==> src/hw/rtl/iegs_ram.sv <==
module iegs_ram #(
    parameter int WIDTH = 8,
    parameter int DEPTH = 16
) (
    input  logic                     clk,
    input  logic                     we,
    input  logic [$clog2(DEPTH)-1:0] waddr,
    input  logic [WIDTH-1:0]         wdata,
    input  logic [$clog2(DEPTH)-1:0] raddr,
    output logic [WIDTH-1:0]         rdata
);

    logic [WIDTH-1:0] mem [DEPTH];

    // one write port, one registered read port
    always_ff @(posedge clk)
    begin
        if (we)
        begin
            mem[waddr] <= wdata;
        end
        rdata <= mem[raddr];
    end

endmodule
==> config.mk <==
export PLATFORM = sky130hd
export DESIGN_NAME = iegs_ram
export DESIGN_NICKNAME = d
export VERILOG_FILES = /design/src/hw/rtl/iegs_ram.sv
export SDC_FILE = /design/constraint.sdc
export NUM_CORES = 1
export LEC_CHECK = 0
export BUFFER_PORTS_ARGS = -buffer_cell sky130_fd_sc_hd__buf_2
export CAP_MARGIN = 40
export CORE_UTILIZATION = 60
export DETAILED_ROUTE_END_ITERATION = 8
export PLACE_DENSITY_LB_ADDON = 0.2
export SETUP_SLACK_MARGIN = 0.15
export SLEW_MARGIN = 25
export SYNTH_ARGS = -nofsm -noshare
export SYNTH_HDL_FRONTEND = slang
export SYNTH_SLANG_ARGS = --single-unit
export TNS_END_PERCENT = 1
==> constraint.sdc <==
create_clock -name clk -period 3.3 [get_ports clk]
set_input_delay 0.33 -clock clk [delete_from_list [all_inputs] [get_ports clk]]
set_output_delay 0.33 -clock clk [all_outputs]
set_load 0.05 [all_outputs]
==> results.md, run 1 <==
* Critical path origin: raddr[0]
* CTS tree: done
* GRT Overall Usage at 0.2616
* Area taken by multi-input logic gates at 1057 sq um
* Clock period minus worst slack at about 1600 ps
* CP max FO at 12
* Die Span Y at 94.63 um
* Tcrit/Tclk final at 0.4845
* RSZ-0062 raised after global routing: false
* Asr flop ratio synth at 0
* Seq/Total Area, Yosys at 0.7778
* Die width at 94.63 um
* Worst Path Buf+Inv at 2
* Avg Vias per Cell at 6.262
* Post-CTS setup buffer count at 0
* Post-synth top area cell: edfxtp_1
* Root buffer cell: clkbuf_8
* Cell family with most CP delay: buffers and inverters
* Cell row count at 33
* Slowest CP cell: mux4_1
* Syn-to-layout area delta at 16.29%
* Largest net degree at the start of global routing at 33
* Initial core utilization at 0.6233
* P per Cell Area at 666.5 nW/um^2
* Max-cap viol count at 0
* Synth area leaders: edfxtp_1 75%, mux4_2 7.9%, mux4_1 7.1%
* Peak supply drop at roughly 0.42 mV
* Final setup fails at 0
* IO Count at 26
* Total CTS buffers at 17
* Synth cell types at 19
* Worst Setup End Kind: flip-flop
* Setup Crit Path Kind: in2reg
* Post-DP HPWL at 6.304 mm
* Core Region at just over 8000 sq um
* DRT Pass-1 Iters at 5
* Clock sinks at 136
* Post-CTS Resized at 0
* Reg area at around 4000 sq um
* Min-delay src: wdata[7]
* Final Max Tran Viols at 0
* Synthesized flop and latch total at 136
* Die area at about 9000 sq um
* Setup TNS Final at 0 ps
* Fin. Hold Viols at 0
* Outcome: complete, no violations
* Total power at 0.003989 W
* Avg Cell Area, Syn at around 22 sq um
* Min setup slack post-route at 1701 ps
* Fmax at between 600 and 700 MHz
* Hold Crit Class: in2reg
* Arr. time, crit path at 2000 ps
* CTS Hold Bufs at 0
* RD Place Congestion at 0.8092
* Fin cells at 393
* Final Skew at 11.62 ps
* Crit-path cells: buf_2 > buf_4 > mux4_1 > a22oi_1 > nand2_1
* Gate Count Post-Synth at roughly 230
* Clock-pin slew on the worst setup and hold paths at 60 ps
* Post-synth top area share at 0.7467
* Worst slew pin tran at 858.4 ps
* ANT nets after route at 0
* Placed Cells at roughly 360
* N_diodes at 0
* Mapped cell area at 5147 sq um
* Synth warn at 0
* Slew headroom at 0.4256
* CP max stage delay at 640 ps
* Clock latency on the worst-skew pair at 520 ps
* First-pass GRT wire length at 15.44 mm
* P_leak at 2.030 nW
* Synth Flop Type: edfxtp_1
* Grt ovf at 0
* R2r endpoint: rdata[4]
* Worst hold path depth at 1
* Layout cells sized above 1 at 0.2917
* Fin util at 0.7248
* Number of enable flip-flop cells after synthesis at 128
* Nets@finish at 293
* Syn Nets at 247
* Clk buf depth at 2
* Vias in the first global route at 2534
* Crit path required time at 3700 ps
* DRC Markers at 0
* Initial antenna violation count at 0
* Setup crit start kind: primary input
* Avg WL per Cell at approximately 26 um
* FILL cells at 497
* Final wirelength at roughly 10 mm
* R2R setup slack at 1860 ps
* IO Port Bufs at 25
* CTS H-tree depth at 4
* Via count at 2461
* Path depth of the worst reg2reg path at 3
* Setup WS pre-CTS at between 1000 and 1500 ps
* Reg-to-Reg Start: mem[9][4]
* DR iter-0 viols at 229
* Hold Crit Endpoint: mem[12][7]
[synth_stat cells, types with 2 or more instances]
library cell and count:
mux4_1 14, mux4_2 18, nor3_1 4, nand2_1 9, buf_6 3, nand3b_1 2
clkdlybuf4s25_2 3, dfxtp_1 8, edfxtp_1 128, buf_2 3, a22oi_1 16, nor2_1 13
nand2b_1 2
[power breakdown]
group,total [W],switching (W),internal (W)
sequential,0.00195,0.0000134,0.00193
clock,0.00183,0.000678,0.00115
combinational,0.000213,0.000140,0.0000728
[layer usage]
metal  global-route usage  vias to the layer above  wire length, um
met5                    0                        -                0
met4               0.1149                        0              143
met3              0.07246                       11              754
met2               0.4101                      101             5280
met1               0.3480                     1278             4053
li1                     -                     1071                -
[worst max-delay path by stage]
stage,endpoint,slack (ps),depth (start not counted)
finish,rdata[2],1700,5
global route,rdata[1],1640,5
CTS,rdata[2],1700,5
detailed placement,rdata[2],1180,5
global placement,rdata[2],1230,5
floorplan,mem[0][0],1480,2
[flip-flops by register name, summed over array words and instances (netlist names)]
name and count:
rdata 8, mem 128
[metrics by stage]
stage / area [sq um] / hold WS (ps)
3_3_place_gp: 5363 / 651.6
6_report: 5986 / 189.5
4_1_cts: 5963 / 179.3
3_5_place_dp: 5385 / 666.1
5_1_grt: 5986 / 191.9
2_1_floorplan: 5147 / 428.9
[layout by cell type, fill, tap and decap left out, types with 3 or more instances in the layout]
cell,n
nor2_1,13
clkinvlp_4,3
a22oi_1,16
dfxtp_1,8
buf_2,25
clkbuf_16,16
nand2_1,9
clkbuf_1,4
mux4_1,14
bufinv_16,3
buf_4,11
nor3_1,4
edfxtp_1,128
mux4_2,18
[kinds of logic (layout without fill, tap and decap cells)]
family,count (synthesis),after routing,share of synthesized area
flip-flops,136,136,0.7778
AND/OR/NAND/NOR,35,35,0.03184
multiplexers,32,32,0.1502
AO/OA/AOI/OAI,16,16,0.02334
buffers and inverters,10,69,0.01677
[final cells by class]
type                    count  share of cell area
flip-flops and latches    136              0.6689
multi-input cells          83              0.1766
clock buffers              21             0.07170
repair buffers             37             0.03595
clock inverters            11             0.02487
well taps                 105             0.02195
Note: power is estimated with default switching activity, not from simulation.
==> run 2: changes to the inputs <==
--- a/config.mk
+++ b/config.mk
@@ -7,7 +7,7 @@
 export LEC_CHECK = 0
 export BUFFER_PORTS_ARGS = -buffer_cell sky130_fd_sc_hd__buf_2
 export CAP_MARGIN = 40
-export CORE_UTILIZATION = 60
+export CORE_UTILIZATION = 54
 export DETAILED_ROUTE_END_ITERATION = 8
 export PLACE_DENSITY_LB_ADDON = 0.2
 export SETUP_SLACK_MARGIN = 0.15
==> constraint.sdc (replaced) <==
create_clock -name clk -period 1.4 [get_ports clk]
set_input_delay 0.14 -clock clk [delete_from_list [all_inputs] [get_ports clk]]
set_output_delay 0.14 -clock clk [all_outputs]
set_load 0.05 [all_outputs]
==> run 2 against run 1 <==
Against the previous run:
- clock power increased by 130%
- die area rose by 11%
- largest cell class unchanged
- clock skew down 2.9 ps
- count of clock-buffer cells in the layout is 4 lower
- highest routed layer unchanged
- flip-flop and latch count stayed put
- sequential power up 130%
- worst setup slack lost 1600 ps
==> results.md, run 2 (synthesis gave the netlist of run 1 again) <==
* Largest registers: mem x128, rdata x8
* Fmax at 762.5 MHz
* Via count at 2515 (+2.2%)
* Combinational power share at 0.061 (+0.008)
* Total CTS buffers at 17 (unchanged)
* Number of flip-flops in the largest register at 128 (unchanged)
* Most flops, register: mem
* Post-DP HPWL at 6.189 mm (-1.8%)
* P_leak at 2.140 nW (+5.4%)
* Reg power frac at 0.491 (+0.003)
* Setup TNS Final at 0 ps (unchanged)
* Clk buf depth at 2 (unchanged)
* P_sw at 0.002020 W (+140%)
* CTS tree: done
* Setup Crit Path Kind: reg2reg
* First-pass GRT wire length at 15.06 mm (-2.5%)
* Nets@finish at 313 (+6.8%)
* Die area at 9927 sq um (+11%)
* R2r endpoint: rdata[0]
* Initial core utilization at 0.5571 (-0.06626)
* Peak supply drop at 0.8055 mV (+92%)
* Slew headroom at 0.6517 (+0.2261)
* Commonest non-fill, non-tap cell in the layout: edfxtp_1
* Clock latency on the worst-skew pair at 510 ps (about the same)
* R2R setup slack at 90 ps (-1770 ps)
* Most frequent cells in the layout: 128 x edfxtp_1, 24 x buf_2, 22 x mux4_2, 22 x buf_4, 16 x clkbuf_16
* CTS H-tree depth at 4 (unchanged)
* DRT Pass-1 Iters at 5 (unchanged)
* Hold Crit Endpoint: mem[2][0]
* ANT nets after route at 0 (unchanged)
* Clk pwr share at 0.447 (-0.012)
* Worst slew pin tran at 522.5 ps (-335.9 ps)
* Max-cap viol count at 0 (unchanged)
* Die width at 99.64 um (+5.3%)
* Worst hold path depth at 1 (unchanged)
* Layout cells sized above 1 at 0.3896 (+0.09794)
* Min Hold Slack at 25.62 ps (-163.9 ps)
* Cell row count at 35 (+6.1%)
* GRT Overall Usage at 0.2260 (-0.03566)
* Int Power at 0.007309 W (+130%)
* Root buffer cell: clkbuf_8
* Fin util at 0.6822 (-0.04265)
* CP max FO at 1 (-11)
* RSZ-0062 raised after global routing: true
* Final Max Tran Viols at 0 (unchanged)
* Crit path required time at 1790 ps (-1910 ps)
* Min-delay src: wdata[0]
* Path depth of the worst reg2reg path at 3 (unchanged)
* P per Cell Area at 1480 nW/um^2 (+120%)
* Core Region at 9240 sq um (+12%)
* Setup crit start kind: flip-flop
* Clock period minus worst slack at 1311 ps
* Largest net degree at the start of global routing at 25 (-24%)
* Fin cells at 437 (+11%)
* Vias in the first global route at 2604 (+2.8%)
* IO Port Bufs at 25 (unchanged)
* DRC Markers at 0 (unchanged)
* Post-place instance area at 5654 sq um (+5.0%)
* Avg Vias per Cell at 5.755 (-8.1%)
* Clock sinks at 136 (unchanged)
* RD Place Congestion at 0.6940 (-14%)
* Outcome: complete, no violations
* Fin. Hold Viols at 0 (unchanged)
* Syn-to-layout area delta at 22.46%
* Clock-pin slew on the worst setup and hold paths at 60 ps (about the same)
* Tcrit/Tclk final at 0.9368
* Reg-to-Reg Start: mem[2][0]
* Hold Crit Class: in2reg
* Worst Setup End Kind: flip-flop
* Post-CTS setup buffer count at 0 (unchanged)
* Placed Cells at 399 (+11%)
* Avg WL per Cell at 22.80 um (-12%)
* Critical path origin: mem[2][0]
* Switching share of power at 0.2166 (+0.008090)
* IO Count at 26 (unchanged)
* Final setup fails at 0 (unchanged)
* N_diodes at 0 (unchanged)
* DR iter-0 viols at 146 (-36%)
* Die Span Y at 99.64 um (+5.3%)
* Final Skew at 8.688 ps (-2.928 ps)
* Arr. time, crit path at 1700 ps (-300 ps)
* Initial antenna violation count at 0 (unchanged)
* Grt ovf at 0 (unchanged)
* Fin area at 6304 sq um (+5.3%)
* Final wirelength at 9.962 mm (-2.6%)
==> run 2: power by group through the flow <==
stage / logic (W) / clock network [W] / registers, W
final: 0.000573 / 0.00417 / 0.00458
after global routing: 0.000611 / 0.00441 / 0.00459
after CTS: 0.000567 / 0.00422 / 0.00458
after detailed placement: 0.000542 / 0 / 0.00467
after global placement: 0.000531 / 0 / 0.00466
after floorplan: 0.000234 / 0 / 0.00475
==> run 2: critical path, cell delays in order (launching register included) <==
cell      delay [ps]
edfxtp_1         380
mux4_1           520
a22oi_2          220
nand2_1           80
==> run 2: area by class of cell <==
class / instances / area, sq um
flip-flops and latches: 136 / 4004
fillers: 589 / 2937
multi-input cells: 83 / 1106
repair buffers: 57 / 465.4
clock buffers: 17 / 414.1
well taps: 129 / 161.4
clock inverters: 15 / 152.6
==> run 2: worst max-delay path by stage <==
stage / endpoint / slack [ps] / cells after the start
global placement: rdata[1] / -150 / 5
finish: rdata[0] / 90 / 3
CTS: rdata[1] / 80 / 3
floorplan: mem[4][0] / 70 / 2
detailed placement: rdata[1] / -180 / 5
global route: rdata[1] / 40 / 3
==> run 2: stage by stage <==
stage                     power, W  worst slack (ps)
after CTS                 0.009372             80.84
final                     0.009329             88.55
after detailed placement  0.005208            -177.0
after global placement    0.005193            -150.7
after floorplan           0.004986             68.42
after global routing      0.009609             40.67
==> run 2: routing by layer <==
metal,track usage,up-vias,wire length (um),share of wire
met1,0.2978,1310,4068,0.41
met3,0.07027,8,659,0.066
met4,0.08710,0,91,0.0091
li1,-,1100,-,-
met2,0.3579,97,5142,0.52
met5,0,-,0,0
==> run 2: repair_timing <==
item                                    CTS  global route
endpoints found under the setup margin   12            13
pin swaps                                 3             0
hold buffers                              4             0
resized for setup                         8             5
endpoints found under the hold margin    54             0
==> run 3: changes to the inputs <==
--- a/config.mk
+++ b/config.mk
@@ -8,6 +8,7 @@
 export BUFFER_PORTS_ARGS = -buffer_cell sky130_fd_sc_hd__buf_2
 export CAP_MARGIN = 40
 export CORE_UTILIZATION = 54
+export CTS_CLUSTER_DIAMETER = 200
 export DETAILED_ROUTE_END_ITERATION = 8
 export PLACE_DENSITY_LB_ADDON = 0.2
 export SETUP_SLACK_MARGIN = 0.15
==> constraint.sdc (replaced) <==
create_clock -name clk -period 1.08 [get_ports clk]
set_input_delay 0.108 -clock clk [delete_from_list [all_inputs] [get_ports clk]]
set_output_delay 0.108 -clock clk [all_outputs]
set_load 0.05 [all_outputs]
==> run 3 against run 2 <==
Against the previous run:
- the run now ends with negative setup slack left
- cell area up 2.0%
- critical path depth unchanged
- worst hold slack gained 95 ps
- die area did not move
- critical path type unchanged
- first-iteration DRC count rose by 45%
- sequential share of layout area down 1.1 points
- via count fell by 2.3%
- non-clock buffer count rose by 10
- fmax grew 2.4%
- core utilization rose by 1.4 points
- wire length fell by 4.7%
==> results.md, run 3 (synthesis gave the netlist of run 1 again) <==
* P_sw at 0.002497 W (+24%)
* Setup WS pre-CTS at -442.7 ps (-265.8 ps)
* Die Span Y at 99.64 um (unchanged)
* Setup Crit Path Kind: reg2reg
* Post-CTS setup buffer count at 0 (unchanged)
* Min Hold Slack at 120.6 ps (+94.95 ps)
* Max-cap viol count at 0 (unchanged)
* Outcome: finished, violations left
* DRC Markers at 0 (unchanged)
* Most flops, register: mem
* Total CTS buffers at 17 (unchanged)
* Total power at 0.01228 W (+32%)
* Largest registers: mem x128, rdata x8
* Vias in the first global route at 2519 (-3.3%)
* Grt ovf at 0 (unchanged)
* Switching share of power at 0.2033 (-0.01323)
* Peak supply drop at 1.168 mV (+45%)
* Via count at 2458 (-2.3%)
* N_diodes at 0 (unchanged)
* Slew headroom at 0.4032 (-0.2485)
* Clk pwr share at 0.447 (about the same)
* Combinational power share at 0.067 (+0.006)
* P_leak at 2.181 nW (+1.9%)
* Hold Crit Class: in2reg
* Largest net degree at the start of global routing at 21 (-16%)
* Path depth of the worst reg2reg path at 3 (unchanged)
* Arr. time, crit path at 1670 ps (-30 ps)
* FILL cells at 576 (-2.2%)
* Min-delay src: raddr[2]
* DRT Pass-1 Iters at 6 (+1)
* Most frequent cells in the layout: 128 x edfxtp_1, 32 x mux4_2, 30 x buf_4
* Met3 usage at 0.07449 (+0.004216)
* Setup TNS Final at -1469 ps (-1469 ps)
* Clock-pin slew on the worst setup and hold paths at 60 ps (about the same)
* Worst Setup End Kind: flip-flop
* Crit path required time at 1470 ps (-320 ps)
* Die area at 9927 sq um (unchanged)
* Commonest non-fill, non-tap cell in the layout: edfxtp_1
* Hold Crit Endpoint: rdata[7]
* Failing checks: negative setup slack
* Final setup fails at 14 (+14)
* Initial antenna violation count at 0 (unchanged)
* ANT nets after route at 0 (unchanged)
* Post-DP HPWL at 6.239 mm (+0.81%)
* Final wirelength at 9.489 mm (-4.7%)
* First-pass GRT wire length at 14.47 mm (-3.9%)
* Die width at 99.64 um (unchanged)
* Fin. Hold Viols at 0 (unchanged)
* Busiest grt layer: met2
* Clock period minus worst slack at 1281 ps (-30.86 ps)
* Clk buf depth at 2 (unchanged)
* Clock sinks at 136 (unchanged)
* Int Power at 0.009783 W (+34%)
* GRT Overall Usage at 0.2156 (-0.01032)
* Root buffer cell: clkbuf_8
* Clock latency on the worst-skew pair at 510 ps (about the same)
* Core Region at 9240 sq um (unchanged)
* Initial core utilization at 0.5571 (unchanged)
* Met2 usage at 0.3339 (-0.02404)
* Setup crit start kind: flip-flop
* Layout cells sized above 1 at 0.4528 (+0.06322)
* IO Port Bufs at 25 (unchanged)
* Worst hold path depth at 4 (+3)
* Fmax at 780.9 MHz (+2.4%)
* Worst slew pin tran at 891.9 ps (+369.4 ps)
* Tcrit/Tclk final at 1.186 (+0.2490)
* GR Layer Usage met1 at 0.2904 (-0.007409)
* Final Skew at 6.416 ps (-2.272 ps)
* Reg power frac at 0.486 (-0.005)
* Syn-to-layout area delta at 24.94%
* Cell row count at 35 (unchanged)
* Avg Vias per Cell at 5.499 (-4.5%)
* CTS H-tree depth at 4 (unchanged)
* CP max FO at 1 (unchanged)
* RD Place Congestion at 0.7627 (+9.9%)
* RSZ-0062 raised after global routing: true
* Min setup slack post-route at -200.6 ps (-289.1 ps)
* CTS tree: done
* P per Cell Area at 1909 nW/um^2 (+29%)
* IO Count at 26 (unchanged)
* Nets@finish at 323 (+3.2%)
* Number of flip-flops in the largest register at 128 (unchanged)
* Final Max Tran Viols at 0 (unchanged)
* R2r endpoint: rdata[7]
* R2R setup slack at -200 ps (-290 ps)
* DR iter-0 viols at 211 (+45%)
* Reg-to-Reg Start: mem[2][7]
* Avg WL per Cell at 21.23 um (-6.9%)
[run 3: cell count changes in the layout (fill, tap and decap cells not counted), moves of 3 or more]
cell / previous run / this run
buf_2: 24 / 17
mux4_2: 22 / 32
buf_8: 0 / 8
buf_12: 7 / 4
dfxtp_1: 8 / 0
mux4_1: 10 / 0
dlygate4sd3_1: 4 / 8
clkinvlp_4: 4 / 1
buf_4: 22 / 30
dfxtp_2: 0 / 7
[run 3: final cells by class]
| type | instances | area [sq um] | area share |
|---|---|---|---|
| clock inverter | 13 | 155.1 | 0.02412 |
| multi-input combinational | 83 | 1086 | 0.1689 |
| tap | 129 | 161.4 | 0.02510 |
| timing repair buffer | 67 | 590.6 | 0.09183 |
| sequential | 136 | 4016 | 0.6245 |
| clock buffer | 19 | 421.7 | 0.06556 |
[run 3: through the flow]
step | utilization | instance area (sq um) | cells
final | 0.6960 | 6431 | 447
after global routing | 0.6960 | 6431 | 447
after CTS | 0.6932 | 6405 | 446
after detailed placement | 0.6096 | 5633 | 406
after global placement | 0.6096 | 5633 | 406
after floorplan | - | 5151 | 229
[run 3: power groups by stage]
stage | logic [W] | clock network [W] | registers [W]
CTS | 0.000824 | 0.00559 | 0.00597
floorplan | 0.000324 | 0 | 0.00616
global route | 0.000881 | 0.00577 | 0.00597
finish | 0.000828 | 0.00549 | 0.00597
global placement | 0.000699 | 0 | 0.00605
detailed placement | 0.000714 | 0 | 0.00605
[run 3: worst max path at each step]
stage,cells after the start,from,end,slack [ps]
CTS,3,mem[2][7],rdata[7],-220
finish,3,mem[2][7],rdata[7],-200
global route,3,mem[11][5],rdata[5],-230
global placement,5,raddr[0],rdata[7],-430
floorplan,2,waddr[2],mem[0][0],-130
detailed placement,5,raddr[0],rdata[7],-440
[run 3: worst max-delay path, cell delays in order (launching register included)]
cell and delay [ps]:
edfxtp_1 360, mux4_2 470, a22oi_2 240, nand2_1 90
[run 3: metal layers]
layer	vias to the layer above	routed length, um
li1	1108	-
met1	1252	4093
met2	87	4789
met3	11	494
met4	0	112
met5	-	0
[run 3: repair_timing]
item,4_1_cts,5_1_grt
resized for setup,38,5
hold buffers,8,0
pin swaps,3,1
setup endpoints to repair,16,16
hold endpoints to repair,128,0
